==> config.mk <==
export PLATFORM = sky130hd
export DESIGN_NAME = ctp_back
export DESIGN_NICKNAME = d
export VERILOG_FILES = /design/src/ctp_pkg.sv /design/src/ctp_back.sv
export SDC_FILE = /design/constraint.sdc
export NUM_CORES = 1
export LEC_CHECK = 0
export BUFFER_PORTS_ARGS = -buffer_cell sky130_fd_sc_hd__buf_4
export CAP_MARGIN = 20
export CORE_ASPECT_RATIO = 0.5
export CORE_MARGIN = 4
export CORE_UTILIZATION = 45
export DETAILED_ROUTE_END_ITERATION = 8
export SLEW_MARGIN = 5
export SYNTH_ARGS = -nofsm -noshare
export SYNTH_HDL_FRONTEND = slang
export SYNTH_SLANG_ARGS = --single-unit
==> constraint.sdc <==
create_clock -name clk -period 12.2 [get_ports clk]
set_input_delay 1.22 -clock clk [delete_from_list [all_inputs] [get_ports clk]]
set_output_delay 1.22 -clock clk [all_outputs]
set_load 0.03 [all_outputs]
==> src/ctp_pkg.sv <==
// Shared constants, types and the arctangent table for the Cartesian-to-polar pipeline.
`default_nettype none

package ctp_pkg;

  localparam int SQRT_STEPS   = 16;
  localparam int TABLE_STAGES = 24;
  localparam int PRE_SHIFT    = 24;
  localparam int CW           = 43;   // CORDIC x/y width: Q8.8 scaled by 2^24 plus gain growth
  localparam int ZW           = 34;   // binary angle accumulator, 2^32 per turn
  localparam int RW           = 33;   // square root remainder and partial root

  localparam logic signed [ZW-1:0] HALF_TURN    = 34'sh0_8000_0000;
  localparam logic [30:0]          PI_Q29       = 31'd1686629713;
  localparam logic signed [15:0]   SENTINEL_Q11 = 16'sd20480;

  typedef struct packed {
    logic signed [CW-1:0] cx;
    logic signed [CW-1:0] cy;
    logic signed [ZW-1:0] cz;
    logic [RW-1:0]        rem;
    logic [RW-1:0]        root;
    logic                 ang_ok;
    logic                 last;
  } ctp_iter_t;

  // atan(2^-i) in binary angle units.
  function automatic logic signed [ZW-1:0] atan_turns(input int idx);
    logic signed [ZW-1:0] val;
    case (idx)
      0:       val = 34'sd536870912;
      1:       val = 34'sd316933406;
      2:       val = 34'sd167458907;
      3:       val = 34'sd85004756;
      4:       val = 34'sd42667331;
      5:       val = 34'sd21354465;
      6:       val = 34'sd10679838;
      7:       val = 34'sd5340245;
      8:       val = 34'sd2670163;
      9:       val = 34'sd1335087;
      10:      val = 34'sd667544;
      11:      val = 34'sd333772;
      12:      val = 34'sd166886;
      13:      val = 34'sd83443;
      14:      val = 34'sd41722;
      15:      val = 34'sd20861;
      16:      val = 34'sd10430;
      17:      val = 34'sd5215;
      18:      val = 34'sd2608;
      19:      val = 34'sd1304;
      20:      val = 34'sd652;
      21:      val = 34'sd326;
      22:      val = 34'sd163;
      23:      val = 34'sd81;
      default: val = '0;
    endcase
    return val;
  endfunction

endpackage

`default_nettype wire

==> src/ctp_back.sv <==
// Back end: rounds the modulus, scales the binary angle to radians and registers the result.
`default_nettype none

module ctp_back import ctp_pkg::*; (
  input  logic               clk,
  input  logic               rst_n,
  input  logic               en,
  input  logic               valid_i,
  input  ctp_iter_t          data_i,
  output logic               valid_o,
  output logic [15:0]        magnitude,
  output logic signed [15:0] angle,
  output logic               angle_valid,
  output logic               last_out
);

  logic signed [16:0]  zh;
  logic signed [17:0]  zl;
  logic signed [31:0]  pi_s;
  logic signed [48:0]  ph_nxt, pl_nxt;
  logic [RW-1:0]       root_rnd;

  logic                v1_r;
  logic signed [48:0]  ph_r, pl_r;
  logic [15:0]         mag1_r;
  logic                ok1_r;
  logic                last1_r;

  logic signed [65:0]  tot;
  logic                v2_r;
  logic [15:0]         mag_r;
  logic signed [15:0]  ang_r, ang_nxt;
  logic                ok_r;
  logic                last_r;

  // The angle product is split into two partial products on the upper and lower halves.
  assign zh     = data_i.cz[ZW-1:17];
  assign zl     = $signed({1'b0, data_i.cz[16:0]});
  assign pi_s   = $signed({1'b0, PI_Q29});
  assign ph_nxt = zh * pi_s;
  assign pl_nxt = zl * pi_s;

  // Round to nearest: the remainder exceeds the root exactly when s >= r*r + r + 1.
  assign root_rnd = (data_i.rem > data_i.root) ? data_i.root + RW'(1) : data_i.root;

  always_ff @(posedge clk) begin
    if (!rst_n) begin
      v1_r <= 1'b0;
    end else if (en) begin
      v1_r <= valid_i;
    end
  end

  always_ff @(posedge clk) begin
    if (en) begin
      ph_r    <= ph_nxt;
      pl_r    <= pl_nxt;
      mag1_r  <= root_rnd[15:0];
      ok1_r   <= data_i.ang_ok;
      last1_r <= data_i.last;
    end
  end

  assign tot     = (66'(ph_r) <<< 17) + 66'(pl_r) + (66'sd1 <<< 48);
  assign ang_nxt = ok1_r ? tot[64:49] : SENTINEL_Q11;

  always_ff @(posedge clk) begin
    if (!rst_n) begin
      v2_r <= 1'b0;
    end else if (en) begin
      v2_r <= v1_r;
    end
  end

  always_ff @(posedge clk) begin
    if (en) begin
      mag_r  <= mag1_r;
      ang_r  <= ang_nxt;
      ok_r   <= ok1_r;
      last_r <= last1_r;
    end
  end

  assign valid_o     = v2_r;
  assign magnitude   = mag_r;
  assign angle       = ang_r;
  assign angle_valid = ok_r;
  assign last_out    = last_r;

endmodule

`default_nettype wire

# Word-level counts from Yosys, hierarchy flattened
# Index checks and enable logic that the tools add are counted.
word_totals:
  register_bits: 150
  wordCells: 18
  in_bits: 192
  output_inout_bits: 35
op_classes:
  n_addsub: 3
  n_mux: 1
  multipliers: 2
  magnitude_cmp: 1
ops:
  columns: ["cell", "n"]
  rows:
  - ["adder 65 x 49 -> 65 bit", 1]
  - ["adder 65 x 50 -> 65 bit, second input constant", 1]
  - ["multiplier 17 x 31 -> 48 bit, second input constant", 1]
  - ["multiplier 17 x 32 -> 48 bit, second input constant", 1]
  - ["> comparator 33 bit", 1]
  - ["adder 16 x 1 -> 16 bit, second input constant", 1]
  - ["2-to-1 mux 16 bit", 1]

# Depth between registers and ports, before layout
depth:
  word_depth: 2
  depth_mapped: 23
  mapped_depth_nobuf: 22

# Least setup slack after synthesis
# No wires, ideal clock.
synth_timing:
  path_type: "input -> register"
  startpoint: "input data_i[91] in the netlist's numbering"
  endpoint: "register ph_r[47] (data pin)"
  setup_time_ns: 0.260
  setup_slack_ns: 5.244
  t_arrival_ns: 6.696
  path_buffers: 0
  required_time_ns: 11.940
  cell_stages: 20
  cell_sequence: "inv_1 > fa_1 > fa_1 > fa_1 > inv_1 > fa_1 > fa_1 > inv_1 > fa_1 > inv_1 > ha_1 > nand2_1 > o21bai_1 > a211oi_2 > o31ai_1 > a21o_1 > o31a_1 > or3b_1 > a41oi_2 > xnor2_1"
synth_between:
  elab_chain_len: 1
synth_rtl:
  columns: ["item", "line", "text"]
  rows:
  - ["start, declared", "ctp_back.sv:9", "input ctp_iter_t data_i,"]
  - ["multiplier 17 x 32 -> 48 bit", "ctp_back.sv:40", "assign ph_nxt = zh * pi_s;"]
  - ["via ph_nxt[47]", "ctp_back.sv:20", "logic signed [48:0] ph_nxt, pl_nxt;"]
  - ["end signal, assigned", "ctp_back.sv:56", "ph_r <= ph_nxt;"]
  - ["end, declared", "ctp_back.sv:24", "logic signed [48:0] ph_r, pl_r;"]
# The timed path passes the listed nets, and every way through them passes these cells.
# A chain may end at the register's enable or synchronous reset.

# Worst setup path after layout
layout_timing:
  startpoint: "input data_i[91] in the netlist's numbering"
  endpoint: "register ph_r[46] (data pin)"
# Same word-level chain as after synthesis.

==> impl_results.md <==
- ANT cells: 0
- Yosys warnings: 0
- Core ar.: 49,100 µm²
- First-pass GRT wire length: 83,100 µm
- Post-synthesis sequential area ratio: 17.6%
- IO Count: 227
- Hold crit path type: flop to flop
- CTS clk-pin slew, worst paths: 0.06 ns
- Status: completed
- Slew @ Worst Pin: 1.05 ns
- Num CTS Buffers: 17
- Cell variety after synth: 68
- DRT Pass-1 Iters: 5
- CTS tree: yes
- Global route overflow: 0
- Nets: 3,281
- Ranking of synthesized cells by area: fa_1, ha_1, edfxtp_1
- Share of layout cells above drive strength 1: 8.02%
- Final Util: 50.8%
- # setup viols final: 0
- Synth Register Bits: 133
- Worst Path Required: 12.38 ns
- Complex-gate fraction of the synthesized area: 8.85%
- Number of gates resized after cts: 0
- Largest net degree at the start of global routing: 70
- Area grow syn2layout: 10.5%
- H-tree levels: 4
- WL/cell: 16.8 µm
- Top FF cell, synth: edfxtp_1
- Syn Std Cell Area: 22,600 µm²
- Average size of a mapped cell: 10.4 µm²
- Final slew viol count: 0
- Commonest cells after routing, fill and taps aside: inv_1, ha_1, fa_1
- Via density per instance: 5.01
- Fin crit share: 60.9%
- Die area: 54,000 µm²
- Startpoint types: primary input
- DR iter-0 viols: 750
- Final Skew: 0.0140 ns
- Portion of netlist area occupied by mux cells: 0.227%
- Post-Synth XOR/XNOR Area: 3.61%
- Post-CTS Setup Bufs: 0
- Most common cell after layout, fill and taps aside: inv_1
- Post-synthesis async set-or-reset flop share: 0%
- Initial Util: 46.0%
- Mapped Nets: 3,138
- Routability cong.: 0.891
- Synth area leader: fa_1
- Clock Path Buffers: 2
- Rows: 57
- Filler instances: 4,516
- Mapped Cells: 2,175
- Slew headroom: 29.3%
- Post-Route WL: 49,900 µm
- Worst-Skew Late Latency: 0.44 ns
- Post-synth top area share: 29.1%
- Max-capacitance violation count: 0
- Die Y: 166 µm
- Synth Area in Simple Gates: 6.01%
- Final Hold Viols: 0
- # clock sinks: 133
- Non-Filler Instances: 2,980
- EDFF count, synth: 131
- # DRC: 0
- Vias in the first global route: 15,778
- Largest family of logic cells by synthesized area: adder cells
- Post-cts hold buffer count: 0
- Post-Synth Adder-Cell Area: 53.6%
- Crit. End Element: flop
- CP Max Fanout: 9
- RSZ-0062 raised after global routing: false
- Worst setup path class: primary input to flop
- Placed cells: 2,948
- Initial antenna violation count: 0
- Die width: 325 µm
- Worst Path Arrival: 7.61 ns
- Port buffer count: 140
- Setup_tns: 0 ns
- Post-detail-place hpwl: 42,900 µm
- Fin crit period: 7.43 ns
- Via count: 14,916
- Global Route Usage Sum: 19.3%
- Fmax: 135 MHz
- Final ANT Viol Nets: 0
- CTS root buf: clkbuf_16
==> critical path: stages <==
cell and delay [ns]:
buf_4 0.19, inv_1 0.19, fa_1 0.70, fa_1 0.48, fa_1 0.51, inv_1 0.05
fa_1 0.49, fa_1 0.55, inv_1 0.05, fa_1 0.54, inv_1 0.06, ha_1 0.37
nand2_1 0.14, or3_1 0.42, o311ai_1 0.79, and3_1 0.31, o32ai_1 0.16, o31ai_1 0.27
xor2_1 0.10
==> layer usage <==
layer | share of wire [%] | up-vias | GRT usage [%]
li1 | - | 7389 | -
met1 | 49 | 7211 | 27.7
met2 | 45 | 278 | 31.1
met3 | 3.9 | 38 | 3.19
met4 | 1.7 | 0 | 3.87
met5 | 0 | - | 0
==> kinds of logic (layout without fill, tap and decap cells) <==
group | after synthesis | count (layout)
compound gates | 300 | 300
simple gates | 269 | 269
buf+inv | 604 | 760
xor+xnor | 93 | 93
fa+ha+maj | 771 | 771
mux | 5 | 5
flops | 133 | 133
==> layout make-up <==
| type | instances | area (µm²) | share of cell area (%) |
|---|---|---|---|
| sequential | 133 | 3970 | 15.9 |
| inverter | 587 | 2200 | 8.84 |
| clock inverter | 15 | 130 | 0.522 |
| multi-input combinational | 1438 | 16300 | 65.5 |
| timing repair buffer | 141 | 1060 | 4.26 |
| tap | 649 | 812 | 3.26 |
| clock buffer | 17 | 425 | 1.71 |
==> flip-flops by register name, indices dropped and copies added (netlist names) <==
register     cells
last1_r          1
last_out         1
ok1_r            1
magnitude       16
v1_r             1
valid_o          1
mag1_r          16
angle_valid      1
pl_r            31
angle           16
ph_r            48
==> synth_stat cells, types with 7 or more instances <==
library cell  number
nand3_1           26
nand2b_1           7
a31oi_1           10
and2_1            16
nor3_1            19
nor2b_1           12
fa_1             328
and3_1            13
nor2_1            51
a21o_1            63
ha_1             443
edfxtp_1         131
o21ai_0           50
a21oi_1           86
o21a_1            12
a211oi_1           7
xnor2_1           67
nand2_1           69
clkbuf_1          12
xor2_1            26
nand4_1           31
or3_1              7
inv_1            587
o21bai_1          10
==> worst paths after layout <==
| check | startpoint | cells past startpoint | slack [ns] | end |
|---|---|---|---|---|
| worst max-delay path | data_i[91] | 19 | 4.77 | ph_r[46] |
| worst min-delay path | mag1_r[3] | 0 | 0.42 | magnitude[3] |
| worst max register to register | ph_r[16] | 10 | 8.83 | angle[5] |
| worst min register to register | mag1_r[3] | 0 | 0.42 | magnitude[3] |
==> through the flow <==
step	worst slack [ns]	cell area [µm²]	hold slack [ns]
after global routing	4.53	24900	0.422
final	4.77	24900	0.418
after global placement	4.37	24400	0.401
after floorplan	5.24	22600	0.400
after CTS	4.83	24900	0.418
after detailed placement	4.38	24400	0.405
Power is not shown: default switching activity piles up to over one toggle a cycle in this logic, so the estimate is an artifact.
