**src/ctp_pkg.sv**
```systemverilog
// Shared constants, types and the arctangent table for the Cartesian-to-polar pipeline.
`default_nettype none

package ctp_pkg;

  localparam int SQRT_STEPS   = 16;
  localparam int TABLE_STAGES = 24;
  localparam int PRE_SHIFT    = 24;
  localparam int CW           = 43;   // CORDIC x/y width: Q8.8 scaled by 2^24 plus gain growth
  localparam int ZW           = 34;   // binary angle accumulator, 2^32 per turn
  localparam int RW           = 33;   // square root remainder and partial root

  localparam logic signed [ZW-1:0] HALF_TURN    = 34'sh0_8000_0000;
  localparam logic [30:0]          PI_Q29       = 31'd1686629713;
  localparam logic signed [15:0]   SENTINEL_Q11 = 16'sd20480;

  typedef struct packed {
    logic signed [CW-1:0] cx;
    logic signed [CW-1:0] cy;
    logic signed [ZW-1:0] cz;
    logic [RW-1:0]        rem;
    logic [RW-1:0]        root;
    logic                 ang_ok;
    logic                 last;
  } ctp_iter_t;

  // atan(2^-i) in binary angle units.
  function automatic logic signed [ZW-1:0] atan_turns(input int idx);
    logic signed [ZW-1:0] val;
    case (idx)
      0:       val = 34'sd536870912;
      1:       val = 34'sd316933406;
      2:       val = 34'sd167458907;
      3:       val = 34'sd85004756;
      4:       val = 34'sd42667331;
      5:       val = 34'sd21354465;
      6:       val = 34'sd10679838;
      7:       val = 34'sd5340245;
      8:       val = 34'sd2670163;
      9:       val = 34'sd1335087;
      10:      val = 34'sd667544;
      11:      val = 34'sd333772;
      12:      val = 34'sd166886;
      13:      val = 34'sd83443;
      14:      val = 34'sd41722;
      15:      val = 34'sd20861;
      16:      val = 34'sd10430;
      17:      val = 34'sd5215;
      18:      val = 34'sd2608;
      19:      val = 34'sd1304;
      20:      val = 34'sd652;
      21:      val = 34'sd326;
      22:      val = 34'sd163;
      23:      val = 34'sd81;
      default: val = '0;
    endcase
    return val;
  endfunction

endpackage

`default_nettype wire

```
**src/ctp_front.sv**
```systemverilog
// Front end: squares, sum of squares, threshold test and CORDIC half-turn pre-rotation.
`default_nettype none

module ctp_front import ctp_pkg::*; (
  input  logic               clk,
  input  logic               rst_n,
  input  logic               en,
  input  logic               valid_i,
  input  logic signed [15:0] x_value,
  input  logic signed [15:0] y_value,
  input  logic               last_pixel,
  input  logic [31:0]        min_mag_sq,
  output logic               valid_o,
  output ctp_iter_t          data_o
);

  logic signed [31:0]    xsq_full;
  logic signed [31:0]    ysq_full;
  logic signed [CW-1:0]  xe;
  logic signed [CW-1:0]  ye;

  logic                  v1_r;
  logic [30:0]           xsq_r;
  logic [30:0]           ysq_r;
  logic signed [CW-1:0]  cx_r, cx_nxt;
  logic signed [CW-1:0]  cy_r, cy_nxt;
  logic signed [ZW-1:0]  cz_r, cz_nxt;
  logic                  last_r;

  logic [31:0]           sum;
  logic                  v2_r;
  ctp_iter_t             d2_r, d2_nxt;

  assign xsq_full = x_value * x_value;
  assign ysq_full = y_value * y_value;

  assign xe = CW'(x_value) <<< PRE_SHIFT;
  assign ye = CW'(y_value) <<< PRE_SHIFT;

  // A vector in the left half-plane is turned by half a turn before the iterations.
  always_comb begin
    cx_nxt = xe;
    cy_nxt = ye;
    cz_nxt = '0;
    if (x_value < 0) begin
      cx_nxt = -xe;
      cy_nxt = -ye;
      cz_nxt = (y_value >= 0) ? HALF_TURN : -HALF_TURN;
    end
  end

  always_ff @(posedge clk) begin
    if (!rst_n) begin
      v1_r <= 1'b0;
    end else if (en) begin
      v1_r <= valid_i;
    end
  end

  always_ff @(posedge clk) begin
    if (en) begin
      xsq_r  <= xsq_full[30:0];
      ysq_r  <= ysq_full[30:0];
      cx_r   <= cx_nxt;
      cy_r   <= cy_nxt;
      cz_r   <= cz_nxt;
      last_r <= last_pixel;
    end
  end

  assign sum = {1'b0, xsq_r} + {1'b0, ysq_r};

  always_comb begin
    d2_nxt.cx     = cx_r;
    d2_nxt.cy     = cy_r;
    d2_nxt.cz     = cz_r;
    d2_nxt.rem    = {1'b0, sum};
    d2_nxt.root   = '0;
    d2_nxt.ang_ok = (sum > min_mag_sq);
    d2_nxt.last   = last_r;
  end

  always_ff @(posedge clk) begin
    if (!rst_n) begin
      v2_r <= 1'b0;
    end else if (en) begin
      v2_r <= v1_r;
    end
  end

  always_ff @(posedge clk) begin
    if (en) begin
      d2_r <= d2_nxt;
    end
  end

  assign valid_o = v2_r;
  assign data_o  = d2_r;

endmodule

`default_nettype wire

```
**config.mk**
```make
export PLATFORM = sky130hd
export DESIGN_NAME = ctp_front
export DESIGN_NICKNAME = d
export VERILOG_FILES = /design/src/ctp_pkg.sv /design/src/ctp_front.sv
export SDC_FILE = /design/constraint.sdc
export NUM_CORES = 1
export LEC_CHECK = 0
export ABC_AREA = 1
export BUFFER_PORTS_ARGS = -buffer_cell sky130_fd_sc_hd__buf_2
export CORE_ASPECT_RATIO = 0.7
export CORE_MARGIN = 2
export CORE_UTILIZATION = 60
export DETAILED_ROUTE_END_ITERATION = 10
export PLACE_DENSITY = 0.8
export SLEW_MARGIN = 20
export SYNTH_ARGS = -nofsm -noshare
export SYNTH_HDL_FRONTEND = slang
export SYNTH_SLANG_ARGS = --single-unit
```
**constraint.sdc**
```tcl
create_clock -name clk -period 13.65 [get_ports clk]
set_input_delay 0.6825 -clock clk [delete_from_list [all_inputs] [get_ports clk]]
set_output_delay 0.6825 -clock clk [all_outputs]
set_load 0.03 [all_outputs]
```
# Word-level counts from Yosys, hierarchy flattened

Index checks and enable logic that the tools add are counted.

RAM bits: 0
Output and inout port bits: 189
Input bits: 69
Register bits: 339
Bits in latches: 0
Memories kept: 0
Word-level logic and storage cells: 27
ROM bits: 0

Divide/modulo/power cells: 0
$mul: 2
Mux-type cells: 3
Bitwise operators: 0
Reductions and logical operators: 0
Magnitude comparators: 3
Add/sub/neg operators: 3
Shift-type cells: 0
Eq/ne operators: 0

Operator list:

| operator                                                                             | number |
|---|---|
| 43-bit two-way mux                                                                   | 2 |
| 40-bit negator with 43-bit output                                                    | 2 |
| 16-bit by 16-bit multiplier with 31-bit output                                       | 2 |
| 34-bit two-way mux                                                                   | 1 |
| 31-bit by 31-bit adder with 32-bit output                                            | 1 |
| 32-bit greater-than comparator                                                       | 1 |
| 16-bit by 1-bit greater-or-equal comparator with 1-bit output, second input constant | 1 |
| 16-bit by 1-bit < comparator with 1-bit output, second input constant                | 1 |

# Depth between registers and ports, before layout

Word-level depth: 2
Gate-level depth with buffers: 29
Depth with buffers taken out: 27

# Worst setup path after synthesis

No wires, ideal clock.

Path kind: in2reg
Start: input port y_value[1]
End: register ysq_r[26] (data pin)
Data required time: 13397 ps
Setup time: 253 ps
Stages on the path: 23
Buffers on the path: 2
Setup slack: 7439 ps
Arrival time: 5958 ps
Path through: buf_2 > buf_1 > nand2_1 > inv_1 > fa_1 > inv_1 > fa_1 > inv_1 > fa_1 > fa_1 > fa_1 > inv_1 > fa_1 > inv_1 > ha_1 > nand2_1 > nor2_1 > nand2_1 > clkinv_1 > nand3_1 > or2_1 > nand4_1 > nand2_1

Word-level cells in the longest chain between the ends: 1

Ends and longest elaborated chain:

| what                                           | line            | RTL |
|---|---|---|
| start: declaration                             | ctp_front.sv:10 | `input logic signed [15:0] y_value,` |
| 16-bit by 16-bit multiplier with 31-bit output | ctp_front.sv:35 | `assign ysq_full = y_value * y_value;` |
| named net ysq_full[26]                         | ctp_front.sv:18 | `logic signed [31:0] ysq_full;` |
| end signal: assignment                         | ctp_front.sv:63 | `ysq_r <= ysq_full[30:0];` |
| end: declaration                               | ctp_front.sv:24 | `logic [30:0] ysq_r;` |

The timed path passes the listed nets, and every way through them passes these cells.
A chain may end at the register's enable or synchronous reset.

# Worst setup path in the final report

Start: input port y_value[15]
End: register ysq_r[26] (data pin)

The elaborated chain is that of the path after synthesis.

==> impl_metrics.py <==
metrics = {
    "outcome": {
        "outcome": "complete, no violations",
    },
    "sta": {
        "setup_violations": 0,
        "finalSetupTns_ns": 0,
        "worst_slew_pin_slew_ns": 1.07,
        "timing_hold_violations_final": 0,
        "max_freq_mhz": 156,
        "fin_hold_ws_ns": 0.397,
        "fin_crit_sh": 0.469,
        "rsz0062_at_grt": "no",
        "max_slew_margin": 0.284,
        "fin_skew_ns": 0.0107,
        "min_period_ns": 6.40,
        "worst_slack_ns": 7.25,
        "slew_violations": 0,
    },
    "clocking": {
        "clk_latency_ns": 0.46,
        "post-cts-setup-buffers": 0,
        "clock_sink_count": 175,
        "hold_buffers": 0,
        "cts_max_level": 4,
        "cts_buffer_depth": 2,
        "cts_buffers": 17,
        "clk_pin_slew_ns": 0.07,
        "cts-root-buf": "clkbuf_16",
        "cts_resized": 0,
        "cts_tree": "built",
    },
    "grt": {
        "grt_pass1_wl_mm": 109,
        "grt_pass1_vias": 21057,
        "antenna_found_initial": 0,
        "overflow": 0,
        "grt_usage": 0.281,
        "grt_start_max_net_pins": 96,
    },
    "setup_path": {
        "crit_slowest_cell": "fa_1",
        "startpoint_type": "input pin",
        "slowest_delay_ns": 0.58,
        "endpoint_kind": "register",
        "required_ns": 13.87,
        "timing_worst_setup_path_type": "in -> reg",
        "path_cells": "buf_2 > nand2_1 > inv_1 > fa_1 > inv_1 > fa_1 > inv_1 > fa_1 > fa_1 > fa_1 > inv_1 > fa_1 > inv_1 > ha_1 > nand2_1 > nor2_1 > nand2_1 > clkinv_1 > nand3_1 > or2_1 > nand4_1 > nand2_1",
        "crit_fanout": 25,
        "crit_path_frequent_cell": "fa_1",
        "worstPathArrival_ns": 6.62,
    },
    "detailed_routing": {
        "firstDrtPassIters": 6,
        "ant_nets": 0,
        "first_iter_violations": 1920,
        "wl_per_cell_um": 16.2,
        "wl_mm": 66.4,
        "avgViaCountPerCell": 5.14,
        "post-route-drc-count": 0,
        "vias": 21140,
    },
    "synthesis": {
        "synth_top_family_by_area": "adder cells",
        "synthTopCellsByArea": "fa_1 (32%), edfxtp_1 (18%), inv_1 (13%), ha_1 (10%), nand2_1 (8.9%)",
        "ys.flop_type": "edfxtp_1",
        "ys_seq_elements": 175,
        "synthMuxAreaShare": 0,
        "synthAdderAreaFrac": 0.427,
        "async_reset_ff_frac": 0,
        "synth_compound_area_frac": 0.0417,
        "synth_xor_area_frac": 0.0285,
        "yosys-top-cells-count": "inv_1 (969), nand2_1 (674), fa_1 (460)",
        "yosys.area.top_type": "fa_1",
        "synth.distinct_cells": 43,
        "yosys.area.top_type_share": 0.323,
        "syn_inst": 3388,
        "yosysMostFrequentCell": "inv_1",
        "syn_area_per_cell_um2": 8.43,
        "yosysSeqAreaShare": 0.183,
        "synth-edff-count": 173,
        "synth_simple_gate_area_frac": 0.150,
        "ys_warn_count": 0,
        "syn-cell-area_um2": 28500,
    },
    "placement": {
        "io_buffers": 144,
        "place_hpwl_mm": 56.1,
        "post-place-ws_ns": 6.83,
        "gp_congestion": 0.969,
        "dpl_cell_area_um2": 29300,
    },
    "floorplanning": {
        "initial_utilization": 0.611,
        "core_area_um2": 46700,
        "die-width_um": 265,
        "fp.dieArea_um2": 49400,
        "io_pins": 258,
        "num_rows": 66,
        "die_h_um": 186,
    },
    "cells_and_area": {
        "num_antenna_cells": 0,
        "area.growth.synth_to_final_pct": 4.91,
        "nFillCells": 3931,
        "drive_gt1_frac": 0.0589,
        "nets": 4253,
        "final_area_um2": 29900,
    },
    "job": {
        "maxCapViolations": 0,
    },
    "min_path": {
        "hp-class": "in -> reg",
    },
}
==> metrics by stage <==
stage,utilization,cells
2_1_floorplan,-,3503
3_3_place_gp,0.627,4078
3_5_place_dp,0.627,4078
4_1_cts,0.641,4110
5_1_grt,0.641,4110
6_report,0.641,4110
==> worst max-delay path: cells and delay by family <==
kind                       cells  cell delay [ns]
adders and majority gates      7             3.49
buffers and inverters          7             1.38
and+or+nand+nor                8             1.03
==> path summary, 6_finish.rpt <==
| path | endpoint | cells after the start | slack, ns | start |
|---|---|---|---|---|
| setup / recovery | ysq_r[26] | 22 | 7.25 | y_value[15] |
| hold / removal | last_r | 1 | 0.40 | last_pixel |
| setup reg to reg | data_o[1] | 15 | 10.19 | xsq_r[20] |
| hold reg to reg | data_o[127] | 0 | 0.42 | cy_r[25] |
==> routing by layer <==
| metal | track usage | vias up | routed length, um |
|---|---|---|---|
| li1 | - | 9999 | - |
| met1 | 0.431 | 10131 | 30000 |
| met2 | 0.404 | 957 | 28100 |
| met3 | 0.0826 | 53 | 7680 |
| met4 | 0.0426 | 0 | 729 |
| met5 | 0 | - | 0 |
==> kinds of logic after synthesis <==
group,Yosys count
buf+inv,1159
simple gates,1045
fa+ha+maj,699
xor+xnor,93
compound gates,216
flops,175
other cells,1
==> registers in the layout, summed over array words and instances, names as in the netlist <==
name	cells
valid_o	1
cx_r	18
last_r	1
ysq_r	30
v1_r	1
data_o	74
xsq_r	30
cz_r	2
cy_r	18
==> area by class of cell <==
type,instances,area (um2),area share
clock buffers,22,474,0.0158
clock inverters,10,145,0.00485
inverters,975,3660,0.122
multi-input cells,2169,18900,0.632
flip-flops and latches,175,5240,0.175
well taps,612,766,0.0256
repair buffers,147,749,0.0250
==> layout by cell type, fill, tap and decap left out, types with 18 or more instances in the layout <==
| master | netlist | routed |
|---|---|---|
| nand4_1 | 38 | 38 |
| xor2_1 | 74 | 74 |
| nor2_1 | 180 | 180 |
| conb_1 | 1 | 116 |
| ha_1 | 239 | 239 |
| o21bai_1 | 18 | 18 |
| edfxtp_1 | 173 | 173 |
| buf_2 | 13 | 143 |
| inv_1 | 969 | 969 |
| xnor2_1 | 19 | 19 |
| nand3_1 | 99 | 99 |
| fa_1 | 460 | 460 |
| nor3_1 | 25 | 25 |
| a21oi_1 | 115 | 115 |
| nand2_1 | 674 | 674 |
| o21ai_0 | 60 | 60 |
Power is not shown: default switching activity piles up to over one toggle a cycle in this logic, so the estimate is an artifact.
