$ cat src/ctp_pkg.sv
// Shared constants, types and the arctangent table for the Cartesian-to-polar pipeline.
`default_nettype none

package ctp_pkg;

  localparam int SQRT_STEPS   = 16;
  localparam int TABLE_STAGES = 24;
  localparam int PRE_SHIFT    = 24;
  localparam int CW           = 43;   // CORDIC x/y width: Q8.8 scaled by 2^24 plus gain growth
  localparam int ZW           = 34;   // binary angle accumulator, 2^32 per turn
  localparam int RW           = 33;   // square root remainder and partial root

  localparam logic signed [ZW-1:0] HALF_TURN    = 34'sh0_8000_0000;
  localparam logic [30:0]          PI_Q29       = 31'd1686629713;
  localparam logic signed [15:0]   SENTINEL_Q11 = 16'sd20480;

  typedef struct packed {
    logic signed [CW-1:0] cx;
    logic signed [CW-1:0] cy;
    logic signed [ZW-1:0] cz;
    logic [RW-1:0]        rem;
    logic [RW-1:0]        root;
    logic                 ang_ok;
    logic                 last;
  } ctp_iter_t;

  // atan(2^-i) in binary angle units.
  function automatic logic signed [ZW-1:0] atan_turns(input int idx);
    logic signed [ZW-1:0] val;
    case (idx)
      0:       val = 34'sd536870912;
      1:       val = 34'sd316933406;
      2:       val = 34'sd167458907;
      3:       val = 34'sd85004756;
      4:       val = 34'sd42667331;
      5:       val = 34'sd21354465;
      6:       val = 34'sd10679838;
      7:       val = 34'sd5340245;
      8:       val = 34'sd2670163;
      9:       val = 34'sd1335087;
      10:      val = 34'sd667544;
      11:      val = 34'sd333772;
      12:      val = 34'sd166886;
      13:      val = 34'sd83443;
      14:      val = 34'sd41722;
      15:      val = 34'sd20861;
      16:      val = 34'sd10430;
      17:      val = 34'sd5215;
      18:      val = 34'sd2608;
      19:      val = 34'sd1304;
      20:      val = 34'sd652;
      21:      val = 34'sd326;
      22:      val = 34'sd163;
      23:      val = 34'sd81;
      default: val = '0;
    endcase
    return val;
  endfunction

endpackage

`default_nettype wire

$ cat src/ctp_iter_stage.sv
// One pipeline stage: one square root digit step and one CORDIC vectoring rotation, each enabled by DO_SQRT / DO_ROT.
`default_nettype none

module ctp_iter_stage import ctp_pkg::*; #(
  parameter int STEP    = 0,
  parameter bit DO_SQRT = 1'b1,
  parameter bit DO_ROT  = 1'b1
) (
  input  logic      clk,
  input  logic      rst_n,
  input  logic      en,
  input  logic      valid_i,
  input  ctp_iter_t data_i,
  output logic      valid_o,
  output ctp_iter_t data_o
);

  localparam int                   BIT_POS = DO_SQRT ? (30 - 2 * STEP) : 0;
  localparam logic [RW-1:0]        BIT     = RW'(1) << BIT_POS;
  localparam logic signed [ZW-1:0] ATAN    = atan_turns(STEP);

  logic                 v_r;
  ctp_iter_t            d_r, d_nxt;
  logic [RW-1:0]        trial;
  logic signed [CW-1:0] cx_s, cy_s, dx, dy;
  logic signed [ZW-1:0] cz_s;

  assign trial = data_i.root + BIT;
  assign cx_s  = data_i.cx;
  assign cy_s  = data_i.cy;
  assign cz_s  = data_i.cz;
  assign dx    = cy_s >>> STEP;
  assign dy    = cx_s >>> STEP;

  always_comb begin
    d_nxt = data_i;
    if (DO_SQRT) begin
      if (data_i.rem >= trial) begin
        d_nxt.rem  = data_i.rem - trial;
        d_nxt.root = (data_i.root >> 1) + BIT;
      end else begin
        d_nxt.root = data_i.root >> 1;
      end
    end
    // Rotate toward the positive x axis, accumulating the angle turned.
    if (DO_ROT) begin
      if (cy_s > 0) begin
        d_nxt.cx = cx_s + dx;
        d_nxt.cy = cy_s - dy;
        d_nxt.cz = cz_s + ATAN;
      end else begin
        d_nxt.cx = cx_s - dx;
        d_nxt.cy = cy_s + dy;
        d_nxt.cz = cz_s - ATAN;
      end
    end
  end

  always_ff @(posedge clk) begin
    if (!rst_n) begin
      v_r <= 1'b0;
    end else if (en) begin
      v_r <= valid_i;
    end
  end

  always_ff @(posedge clk) begin
    if (en) begin
      d_r <= d_nxt;
    end
  end

  assign valid_o = v_r;
  assign data_o  = d_r;

endmodule

`default_nettype wire

$ cat config.mk
export PLATFORM = sky130hd
export DESIGN_NAME = ctp_iter_stage
export DESIGN_NICKNAME = d
export VERILOG_FILES = /design/src/ctp_pkg.sv /design/src/ctp_iter_stage.sv
export SDC_FILE = /design/constraint.sdc
export NUM_CORES = 1
export LEC_CHECK = 0
export BUFFER_PORTS_ARGS = -buffer_cell sky130_fd_sc_hd__buf_2
export CELL_PAD_IN_SITES_DETAIL_PLACEMENT = 0
export CELL_PAD_IN_SITES_GLOBAL_PLACEMENT = 2
export CORE_UTILIZATION = 33
export DETAILED_ROUTE_END_ITERATION = 16
export PLACE_DENSITY_LB_ADDON = 0.1
export SLEW_MARGIN = 25
export SYNTH_ARGS = -nofsm -noshare
export SYNTH_HDL_FRONTEND = slang
export SYNTH_SLANG_ARGS = --single-unit
$ cat constraint.sdc
create_clock -name clk -period 3.5 [get_ports clk]
set_input_delay 0.525 -clock clk [delete_from_list [all_inputs] [get_ports clk]]
set_output_delay 0.525 -clock clk [all_outputs]
set_load 0.02 [all_outputs]
# --- Word level (Yosys, flattened, before mapping) ---
# Cells that the tools add are included.
op_classes:
  add_sub_neg: 8
  magnitude_cmp: 2
  muxes: 3
op_table:
  columns: ["op", "count"]
  rows:
  - ["120-bit 2-to-1 mux", 1]
  - ["43-bit subtractor", 2]
  - ["43-bit adder", 1]
  - ["43-bit by 1-bit > comparator with 1-bit output, second input constant", 1]
  - ["34-bit by 31-bit adder with 34-bit output, second input constant", 1]
  - ["34-bit by 31-bit subtractor with 34-bit output, second input constant", 1]
  - ["32-bit by 31-bit adder with 33-bit output, second input constant", 1]
  - ["33-bit by 31-bit adder with 33-bit output, second input constant", 1]
  - ["33-bit greater-or-equal comparator", 1]
  - ["33-bit 2-to-1 mux", 1]
  - ["33-bit subtractor", 1]
  - ["32-bit 2-to-1 mux", 1]
totals:
  ff_bits: 189
  in_bits: 192
  out_inout_bits: 189
  word_cells: 22

# --- Longest topological paths before layout ---
# Gate-level depths: netlist of the first run.
depth:
  depth_word: 3
  ltp_mapped: 14
  mapped_depth_nobuf: 12

# --- Least setup slack after synthesis of the first run ---
# OpenSTA, ideal clock, no wires.
synth_path:
  kind: "input -> register"
  from: "in data_i[32] (netlist bit)"
  to: "reg d_r, in the netlist data_o[33], data pin"
  setup_time_ps: 260
  t_arrival_ps: 2935
  required_ps: 3240
  setup_slack_ps: 305
  path_stages: 11
  path_buffers: 1
  path_cell_list: "ha_1 -> inv_1 -> ha_1 -> nand3_1 -> or4_1 -> or4_1 -> nand3_2 -> nor3_1 -> a21o_1 -> buf_6 -> mux2_4"
synth_lines:
  columns: ["element", "line", "text"]
  rows:
  - ["start, declared", "ctp_iter_stage.sv:13", "input ctp_iter_t data_i,"]
  - ["end signal, assigned", "ctp_iter_stage.sv:69", "d_r <= d_nxt;"]
  - ["end, declared", "ctp_iter_stage.sv:23", "ctp_iter_t d_r, d_nxt;"]

==> results.py, run 1 <==
metrics = {
    "floorplanning": {
        "num_io_pins": 381,
        "dieArea_um2": 49400,
        "die_h_um": 222,
        "die_w_um": 222,
        "initial_core_util": 0.335,
        "fp-row-count": 80,
        "coreArea_um2": 47800,
    },
    "power_and_ir_drop": {
        "sequentialPowerShare": 0.348,
        "p_leak_nw": 9.89,
        "p_sw_mw": 3.32,
        "combPwrFrac": 0.405,
        "pwr_density_cell_nw_per_um2": 400,
        "p_int_mw": 5.25,
        "ir_worst_vdd_mv": 0.225,
        "sw_frac_of_total": 0.388,
        "clock_power_share": 0.247,
    },
    "clocking": {
        "clkSlewWorstSetupHoldPaths_ps": 90,
        "cts_sinks": 188,
        "cts_root_buf": "clkbuf_16",
        "h-tree-depth": 4,
        "cts_buffers": 17,
        "clkLatencyLatePin_ps": 490,
        "clk_path_buf_depth": 2,
        "cts_tree": "yes",
    },
    "layout": {
        "drive_above_1_share": 0.311,
        "fin_nets": 2795,
        "stdcell_count": 3046,
        "diodes": 0,
        "multi_input_area_um2": 9410,
        "regArea_um2": 5640,
        "area_growth_syn_to_layout_pct": 33.5,
        "fillers": 4826,
    },
    "placement": {
        "port_buffers": 380,
        "dpl.cell_count": 3014,
        "dp_hpwl_um": 52900,
        "gp_congestion": 0.973,
    },
    "critical_path": {
        "path_cells": "buf_2 > inv_1 > ha_1 > buf_4 > nand2_1 > o21ai_0 > a211oi_1 > buf_4 > nand2_1 > a31oi_1 > buf_4 > o31ai_2 > a2111oi_0 > nor3_1 > xor2_1",
        "end_kind": "register",
        "crit_arrival_ps": 3600,
        "cpPeakStageDelay_ps": 500,
        "cp_common_cell": "buf_4",
        "required_ps": 3740,
        "critPathMaxFanout": 8,
        "path_class": "in -> reg",
        "worstSetupStartpointType": "input port",
        "cpMaxStageDelayCell": "o31ai_2",
    },
    "timing": {
        "final.period_utilization": 0.961,
        "timing.fmax_mhz": 297,
        "hold_viol_final": 0,
        "relSlewSlack": 0.474,
        "whs_ps": 193,
        "worst_slew_pin_slew_ps": 782,
        "fin_skew_ps": 0,
        "slew_violations": 0,
        "rsz0062_at_grt": "no",
        "setup_viol": 0,
        "min_period_ps": 3360,
    },
    "drt": {
        "drtPass1Iterations": 5,
        "drc_errors": 0,
        "via_per_inst": 5.28,
        "drt_iter0_drc": 1119,
        "drtAntennaViolNets": 0,
        "wl_per_cell_um": 20.9,
        "wirelength_um": 63600,
        "vias": 16100,
    },
    "global_routing": {
        "grt_max_degree": 112,
        "grt_first_pass_wirelength_um": 95600,
        "track_usage": 0.255,
        "grt.overflow.total": 0,
        "grt_antenna_before_repair": 3,
        "grt_pass1_vias": 16000,
    },
    "synthesis": {
        "syn-instance-count": 1785,
        "avgSynthCellArea_um2": 8.98,
        "async_flop_share": 0,
        "synth_ff_type": "edfxtp_1",
        "ys_seq_area_frac": 0.352,
        "synth-seq-cells": 188,
        "syn_area_um2": 16000,
        "yosys_warnings": 0,
        "synthesis.nets": 2162,
        "synth_edf_count": 187,
        "synth_cell_types": 81,
    },
    "hold_path": {
        "hp-class": "in -> reg",
    },
    "status": {
        "status": "complete, no violations",
    },
    "job": {
        "max_cap_violations": 0,
    },
}
-- power groups by stage --
stage	Sequential, mW	Clock (mW)	Combinational, mW
after floorplan	3.42	0	1.51
after global placement	3.03	0	3.44
after detailed placement	3.03	0	3.44
after CTS	2.99	2.19	3.46
after global routing	3.01	2.24	3.74
final	2.98	2.12	3.47
-- worst max-delay path, delay by kind of cell --
| family | cells | cell delay (ps) |
|---|---|---|
| compound gates | 5 | 1350 |
| simple gates | 3 | 530 |
| xor+xnor | 1 | 110 |
| buf+inv | 5 | 690 |
| fa+ha+maj | 1 | 380 |
-- state kept, by name, summed over array words and instances, names as in the netlist --
name	count
valid_o	1
data_o	187
-- cells in the final DEF (no fill, tap or decap), types with 6 or more instances in the layout --
master,netlist,layout
nand2_1,104,104
mux2i_1,16,16
nor2b_1,13,13
o21bai_1,47,47
a21o_1,45,44
nor3_1,27,27
a211oi_1,19,19
a221oi_1,6,6
nand2b_1,12,12
xor2_1,23,23
nand4_1,28,28
nor4_1,23,23
edfxtp_1,187,187
o21ai_0,115,114
clkinv_1,7,7
nand3_1,35,35
o21a_1,12,12
inv_1,166,166
or4_1,7,7
buf_2,7,379
o31ai_1,18,16
xnor2_1,91,91
buf_4,1,307
clkbuf_16,0,17
a221o_1,7,7
a31oi_1,15,15
o211ai_1,17,17
ha_1,180,180
nor2_1,123,123
or3_1,11,11
o21ai_1,31,32
and3_1,12,12
a21oi_1,209,209
clkinv_8,0,6
-- metal layers --
layer | track usage | part of all wire | wire length (µm)
met3 | 0.0387 | 0.055 | 3470
met1 | 0.340 | 0.45 | 28800
met4 | 0.0754 | 0.025 | 1560
met2 | 0.424 | 0.47 | 29800
met5 | 0 | 0.00020 | 13
-- cell type report --
class                           instances  area share
Clock buffer                           17      0.0199
Clock inverter                         15     0.00953
Inverter                              174      0.0305
Multi-Input combinational cell       1346       0.440
Sequential cell                       188       0.263
Tap cell                              615      0.0360
Timing Repair Buffer                  691       0.201
-- stage by stage --
| step | power, mW | setup WS [ps] | instance area (µm²) | util | setup TNS [ps] |
|---|---|---|---|---|---|
| 4_1_cts | 8.64 | 6.63 | 21400 | 0.447 | 0 |
| 5_1_grt | 8.99 | 19.8 | 21400 | 0.447 | 0 |
| 3_3_place_gp | 6.47 | -534 | 20800 | 0.434 | -6470 |
| 6_report | 8.57 | 135 | 21400 | 0.447 | 0 |
| 3_5_place_dp | 6.47 | -506 | 20800 | 0.434 | -6800 |
| 2_1_floorplan | 4.94 | 305 | 16000 | - | 0 |
-- repair_timing --
| action | in CTS | in global routing |
|---|---|---|
| hold buffers | 0 | 0 |
| setup endpoints to repair | 0 | 4 |
| endpoints found under the hold margin | 0 | 0 |
| setup buffers | 0 | 0 |
| gates resized for setup | 0 | 3 |
-- Yosys cell counts (5+ instances only) --
master       n  area [µm²]
nand2_1    104         390
edfxtp_1   187        5620
o21ai_0    115         576
o211ai_1    17         128
and2_1       5        31.3
a21o_1      45         338
nor3_1      27         135
o21ai_1     31         155
and3_1      12        75.1
clkinv_1     7        26.3
o21bai_1    47         353
nand2b_1    12        75.1
xnor2_1     91         797
a21oi_1    209        1050
fa_1         5         100
a31oi_1     15        93.8
o21a_1      12        90.1
o31ai_1     18         135
xor2_1      23         201
nor2_1     123         462
ha_1       180        2250
nand3_1     35         175
buf_2        7        35.0
o21ba_2      5        50.1
o31a_1       6        52.6
or4_1        7        52.6
mux2i_1     16         160
a21boi_0     5        37.5
or3_1       11        68.8
a211oi_1    19         143
nand4_1     28         175
a221o_1      7        70.1
a221oi_1     6        52.6
inv_1      166         623
buf_1       10        37.5
a2111oi_0    5        43.8
clkbuf_1    55         206
nor4_1      23         144
nor2b_1     13        81.3
-- path summary, 6_finish.rpt --
| path | cells past startpoint | slack, ps | end | startpoint |
|---|---|---|---|---|
| max | 15 | 140 | data_o[142]$_DFFE_PP_ | data_i[113] |
| min | 1 | 190 | data_o[87]$_DFFE_PP_ | data_i[87] |
| max reg2reg | 2 | 2910 | valid_o$_SDFFE_PN0P_ | valid_o$_SDFFE_PN0P_ |
| min reg2reg | 2 | 520 | valid_o$_SDFFE_PN0P_ | valid_o$_SDFFE_PN0P_ |
-- cells by family (layout without fill, tap and decap cells) --
| logic type | after synthesis | after routing | share of synthesized area |
|---|---|---|---|
| compound gates | 610 | 610 | 0.239 |
| simple gates | 417 | 417 | 0.125 |
| buf+inv | 251 | 897 | 0.0615 |
| flops | 188 | 188 | 0.352 |
| fa+ha+maj | 185 | 185 | 0.147 |
| xor+xnor | 115 | 115 | 0.0633 |
| mux | 19 | 19 | 0.0126 |
(Power assumes the default switching activity.)
==> inputs of run 2 (changes only) <==
==> constraint.sdc (replaced) <==
create_clock -name clk -period 3.55 [get_ports clk]
set_input_delay 0.5325 -clock clk [delete_from_list [all_inputs] [get_ports clk]]
set_output_delay 0.5325 -clock clk [all_outputs]
set_load 0.02 [all_outputs]
==> results.py, run 2 (same netlist as run 1, synthesis figures left out) <==
metrics = {
    "floorplanning": {
        "die_w_um": 222,
        "initial_core_util": 0.335,
        "die_h_um": 222,
        "dieArea_um2": 49400,
        "fp-row-count": 80,
        "num_io_pins": 381,
        "coreArea_um2": 47800,
    },
    "drt": {
        "wirelength_um": 64300,
        "drt_iter0_drc": 1041,
        "via_per_inst": 5.24,
        "drtPass1Iterations": 5,
        "drtAntennaViolNets": 0,
        "drc_errors": 0,
        "wl_per_cell_um": 21.0,
        "vias": 16000,
    },
    "critical_path": {
        "critPathMaxFanout": 7,
        "cp_top_family": "compound AO/OA/AOI/OAI gates",
        "ff2ff_path_depth": 2,
        "critPathBufInv": 5,
        "cp_common_cell": "buf_4",
        "rr_endpoint": "valid_o$_SDFFE_PN0P_",
        "worstSetupStartpointType": "input port",
        "path_cells": "buf_2 > inv_1 > ha_1 > buf_4 > nand2_1 > o21ai_0 > a211oi_1 > buf_4 > nand2_1 > a31oi_1 > buf_4 > o31ai_2 > a2111oi_0 > nor3_1 > xor2_1",
        "cp.depth": 15,
        "end_kind": "register",
        "required_ps": 3800,
        "crit_arrival_ps": 3710,
        "path_class": "in -> reg",
        "cpMaxStageDelayCell": "o31ai_2",
        "cpPeakStageDelay_ps": 550,
        "r2r_slack_ps": 2960,
        "r2r-start": "valid_o$_SDFFE_PN0P_",
    },
    "timing": {
        "rsz0062_at_grt": "no",
        "whs_ps": 196,
        "setup_tns_ps": 0,
        "fin_ws_ps": 88.1,
        "final.period_utilization": 0.975,
        "min_period_ps": 3460,
        "setup_viol": 0,
        "hold_viol_final": 0,
        "worst_slew_pin_slew_ps": 934,
        "timing.fmax_mhz": 289,
        "fin_skew_ps": 0,
        "relSlewSlack": 0.372,
        "slew_violations": 0,
    },
    "global_routing": {
        "grt.overflow.total": 0,
        "track_usage": 0.260,
        "grt_first_pass_wirelength_um": 97300,
        "grt_antenna_before_repair": 4,
        "grt_max_degree": 62,
        "grt_pass1_vias": 16100,
    },
    "placement": {
        "dp_hpwl_um": 53500,
        "pre_cts_ws_ps": -560,
        "gp_congestion": 0.961,
        "port_buffers": 380,
        "placed_area_um2": 20900,
    },
    "clocking": {
        "clk_path_buf_depth": 2,
        "clkSlewWorstSetupHoldPaths_ps": 90,
        "h-tree-depth": 4,
        "cts_buffers": 17,
        "clkLatencyLatePin_ps": 500,
        "cts_root_buf": "clkbuf_16",
        "cts_setup_buffers": 0,
        "cts_sinks": 188,
        "cts_tree": "yes",
    },
    "layout": {
        "fin_nets": 2806,
        "multi_input_area_um2": 9410,
        "drive_above_1_share": 0.314,
        "design_area_um2": 21500,
        "fillers": 4883,
        "area_growth_syn_to_layout_pct": 34.2,
        "largest_reg_flops": 187,
        "final_common_cell": "buf_2",
        "regArea_um2": 5640,
        "final_cell_mix": "buf_2 (379), buf_4 (316), a21oi_1 (209)",
    },
    "power_and_ir_drop": {
        "pwr_density_cell_nw_per_um2": 395,
        "totalPowerFinal_mw": 8.50,
        "p_leak_nw": 9.95,
        "ir_worst_vdd_mv": 0.375,
    },
    "hold_path": {
        "hold_depth": 1,
        "hp-class": "in -> reg",
        "min_to": "data_o[81]$_DFFE_PP_",
        "hp-start": "data_i[81]",
    },
    "job": {
        "max_cap_violations": 0,
    },
    "status": {
        "status": "complete, no violations",
    },
}
-- run 2: cell count changes in the layout (fill, tap and decap cells not counted) --
cell	delta
buf_12	+2
buf_4	+9
clkinv_4	+1
clkinv_8	-2
diode_2	+2
inv_12	+1
inv_6	-2
inv_8	+2
o31ai_1	+1
o31ai_2	-1
-- run 2: through the flow --
stage               std cells   util
floorplan                1785      -
global placement         3025  0.436
detailed placement       3025  0.436
CTS                      3057  0.449
global route             3057  0.449
finish                   3059  0.449
-- run 2: where the power goes --
group / total, mW / leakage (nW) / switching, mW / internal, mW
combinational: 3.43 / 7.81 / 2.06 / 1.37
clock: 2.13 / 0.304 / 1.15 / 0.980
sequential: 2.94 / 1.84 / 0.0995 / 2.84
total: 8.50 / 9.95 / 3.31 / 5.19
-- run 2: area by class of cell --
| class | instances | share of cell area |
|---|---|---|
| Inverter | 174 | 0.0304 |
| Tap cell | 615 | 0.0358 |
| Clock buffer | 17 | 0.0198 |
| Clock inverter | 15 | 0.00937 |
| Antenna cell | 2 | 0.000233 |
| Multi-Input combinational cell | 1346 | 0.438 |
| Timing Repair Buffer | 702 | 0.205 |
| Sequential cell | 188 | 0.262 |
-- run 2: worst max-delay path by stage --
stage / slack (ps) / endpoint / start
floorplan: 350 / data_o[33]$_DFFE_PP_ / data_i[32]
global placement: -610 / data_o[142]$_DFFE_PP_ / data_i[113]
finish: 90 / data_o[142]$_DFFE_PP_ / data_i[113]
detailed placement: -560 / data_o[142]$_DFFE_PP_ / data_i[113]
global route: 30 / data_o[132]$_DFFE_PP_ / data_i[102]
CTS: 250 / data_o[132]$_DFFE_PP_ / data_i[102]
-- run 2: what timing repair did --
action / 4_1_cts / 5_1_grt
resized for setup: 1 / 1
pin swaps: 0 / 0
setup endpoints to repair: 1 / 5
gates cloned: 0 / 0
hold buffers: 0 / 0
-- run 2: metal layers --
| layer | routed length, µm | track usage | up-vias |
|---|---|---|---|
| met5 | 13 | 0 | - |
| met4 | 1440 | 0.0770 | 2 |
| met3 | 3040 | 0.0397 | 60 |
| met2 | 30500 | 0.434 | 516 |
| met1 | 29200 | 0.345 | 7668 |
| li1 | - | - | 7789 |
==> inputs of run 3 (changes only) <==
--- a/config.mk
+++ b/config.mk
@@ -10,6 +10,7 @@
 export CELL_PAD_IN_SITES_GLOBAL_PLACEMENT = 2
 export CORE_UTILIZATION = 33
 export DETAILED_ROUTE_END_ITERATION = 16
+export GPL_TIMING_DRIVEN = 0
 export PLACE_DENSITY_LB_ADDON = 0.1
 export SLEW_MARGIN = 25
 export SYNTH_ARGS = -nofsm -noshare
==> constraint.sdc (replaced) <==
create_clock -name clk -period 3.55 [get_ports clk]
set_input_delay 0.355 -clock clk [delete_from_list [all_inputs] [get_ports clk]]
set_output_delay 0.355 -clock clk [all_outputs]
set_load 0.02 [all_outputs]
==> results.py, run 3 (same netlist as run 1, synthesis figures left out) <==
metrics = {
    "status": {
        "status": "complete, no violations",
    },
    "critical_path": {
        "worstSetupStartpointType": "input port",
        "required_ps": 3800,
        "crit_arrival_ps": 3760,
        "critPathMaxFanout": 10,
        "end_kind": "register",
        "path_class": "in -> reg",
    },
    "clocking": {
        "cts_root_buf": "clkbuf_16",
        "clk_path_buf_depth": 2,
        "clkLatencyLatePin_ps": 500,
        "cts_tree": "yes",
        "cts_buffers": 17,
        "clkSlewWorstSetupHoldPaths_ps": 80,
        "h-tree-depth": 4,
        "cts_sinks": 188,
    },
    "layout": {
        "largest_reg_flops": 187,
        "regArea_um2": 5640,
        "fillers": 4966,
        "final_cell_mix": "buf_2 (385), a21oi_1 (205), edfxtp_1 (187)",
        "area_growth_syn_to_layout_pct": 25.4,
        "multi_input_area_um2": 9590,
        "drive_above_1_share": 0.221,
        "final_common_cell": "buf_2",
        "fin_nets": 2610,
        "finish.utilization": 0.420,
    },
    "global_routing": {
        "track_usage": 0.268,
        "grt_antenna_before_repair": 9,
        "grt_first_pass_wirelength_um": 98600,
        "grt.overflow.total": 0,
        "grt_pass1_vias": 15500,
        "grt_max_degree": 81,
    },
    "hold_path": {
        "hp-class": "in -> reg",
    },
    "drt": {
        "drc_errors": 0,
        "wirelength_um": 67000,
        "drt_iter0_drc": 1054,
        "drtPass1Iterations": 5,
        "drtAntennaViolNets": 0,
        "via_per_inst": 5.45,
        "vias": 15600,
        "wl_per_cell_um": 23.4,
    },
    "timing": {
        "relSlewSlack": 0.284,
        "fin_skew_ps": 0,
        "rsz0062_at_grt": "yes",
        "setup_viol": 0,
        "min_period_ps": 3510,
        "worst_slew_pin_slew_ps": 1070,
        "fin_ws_ps": 38.8,
        "timing.fmax_mhz": 285,
        "final.period_utilization": 0.989,
        "slew_violations": 0,
        "hold_viol_final": 0,
    },
    "floorplanning": {
        "initial_core_util": 0.335,
        "dieArea_um2": 49400,
        "fp-row-count": 80,
        "coreArea_um2": 47800,
        "die_w_um": 222,
        "die_h_um": 222,
        "num_io_pins": 381,
    },
    "power_and_ir_drop": {
        "p_leak_nw": 8.80,
        "pwr_density_cell_nw_per_um2": 414,
        "p_sw_mw": 3.38,
        "sequentialPowerShare": 0.351,
        "p_int_mw": 4.94,
        "ir_worst_vdd_mv": 0.287,
        "totalPowerFinal_mw": 8.31,
        "combPwrFrac": 0.383,
        "clock_power_share": 0.266,
        "sw_frac_of_total": 0.406,
    },
    "placement": {
        "dp_hpwl_um": 54000,
        "gp_congestion": 0.930,
        "port_buffers": 380,
        "pre_cts_ws_ps": -1140,
    },
    "job": {
        "max_cap_violations": 0,
    },
}
## run 3: cell types whose count changed in the layout (fill, tap and decap cells not counted), moves of 5 or more
cell	change
clkbuf_1	+50
clkbuf_2	+5
nor4_2	+5
buf_12	-6
buf_1	+7
buf_2	+6
dlygate4sd3_1	+42
buf_4	-307
nor4_1	-7
## run 3: final cells by class
class	instances	area share
Clock inverter	15	0.0114
Timing Repair Buffer	430	0.121
Clock buffer	17	0.0212
Tap cell	615	0.0383
Buffer	76	0.0171
Antenna cell	5	0.000623
Multi-Input combinational cell	1346	0.477
Inverter	174	0.0325
Sequential cell	188	0.280
## run 3: path summary, 6_finish.rpt
path,startpoint,end,slack [ps],depth (start not counted)
worst max-delay path,data_i[111],data_o[184]$_DFFE_PP_,40,13
worst min-delay path,data_i[27],data_o[26]$_DFFE_PP_,40,1
worst max register to register,valid_o$_SDFFE_PN0P_,valid_o$_SDFFE_PN0P_,2940,2
worst min register to register,valid_o$_SDFFE_PN0P_,valid_o$_SDFFE_PN0P_,540,2
## run 3: power by group through the flow
stage | registers (mW) | logic (mW) | clock network (mW)
floorplan | 3.37 | 1.49 | 0
global placement | 2.97 | 3.07 | 0
detailed placement | 2.97 | 3.06 | 0
CTS | 2.92 | 3.14 | 2.30
global route | 2.95 | 3.43 | 2.35
finish | 2.92 | 3.18 | 2.21
## run 3: routing by layer
| metal | vias to the layer above | global-route usage | part of all wire |
|---|---|---|---|
| met3 | 97 | 0.0469 | 0.057 |
| met2 | 575 | 0.444 | 0.47 |
| met1 | 7554 | 0.349 | 0.44 |
| met4 | 8 | 0.0988 | 0.029 |
| li1 | 7397 | - | - |
| met5 | - | 0 | 0.00082 |
## run 3: critical path, stage by stage
cell and delay, ps:
buf_2 130, inv_1 50, ha_1 440, clkbuf_1 500, nand4_1 370, nor3_1 310
a211oi_2 100, buf_4 180, o31ai_2 390, a31oi_1 280, o211ai_1 320, o21ai_0 150
xnor2_1 170
## run 3: through the flow
| stage | TNS (ps) | instance area [µm²] | instances | hold slack (ps) |
|---|---|---|---|---|
| 5_1_grt | -12.4 | 20100 | 2864 | 18.6 |
| 3_5_place_dp | -40690 | 18800 | 2782 | 517 |
| 2_1_floorplan | 0 | 16000 | 1785 | 454 |
| 6_report | 0 | 20100 | 2866 | 35.5 |
| 4_1_cts | 0 | 19900 | 2856 | 0.488 |
| 3_3_place_gp | -127040 | 18700 | 2780 | 498 |
## run 3: repair_timing
| item | in CTS | in global routing |
|---|---|---|
| endpoints found under the hold margin | 42 | 0 |
| setup endpoints to repair | 37 | 59 |
| pin swaps | 0 | 5 |
| gates cloned | 0 | 0 |
| buffers inserted | 0 | 6 |
| gates resized for setup | 23 | 27 |
| hold buffers | 42 | 0 |
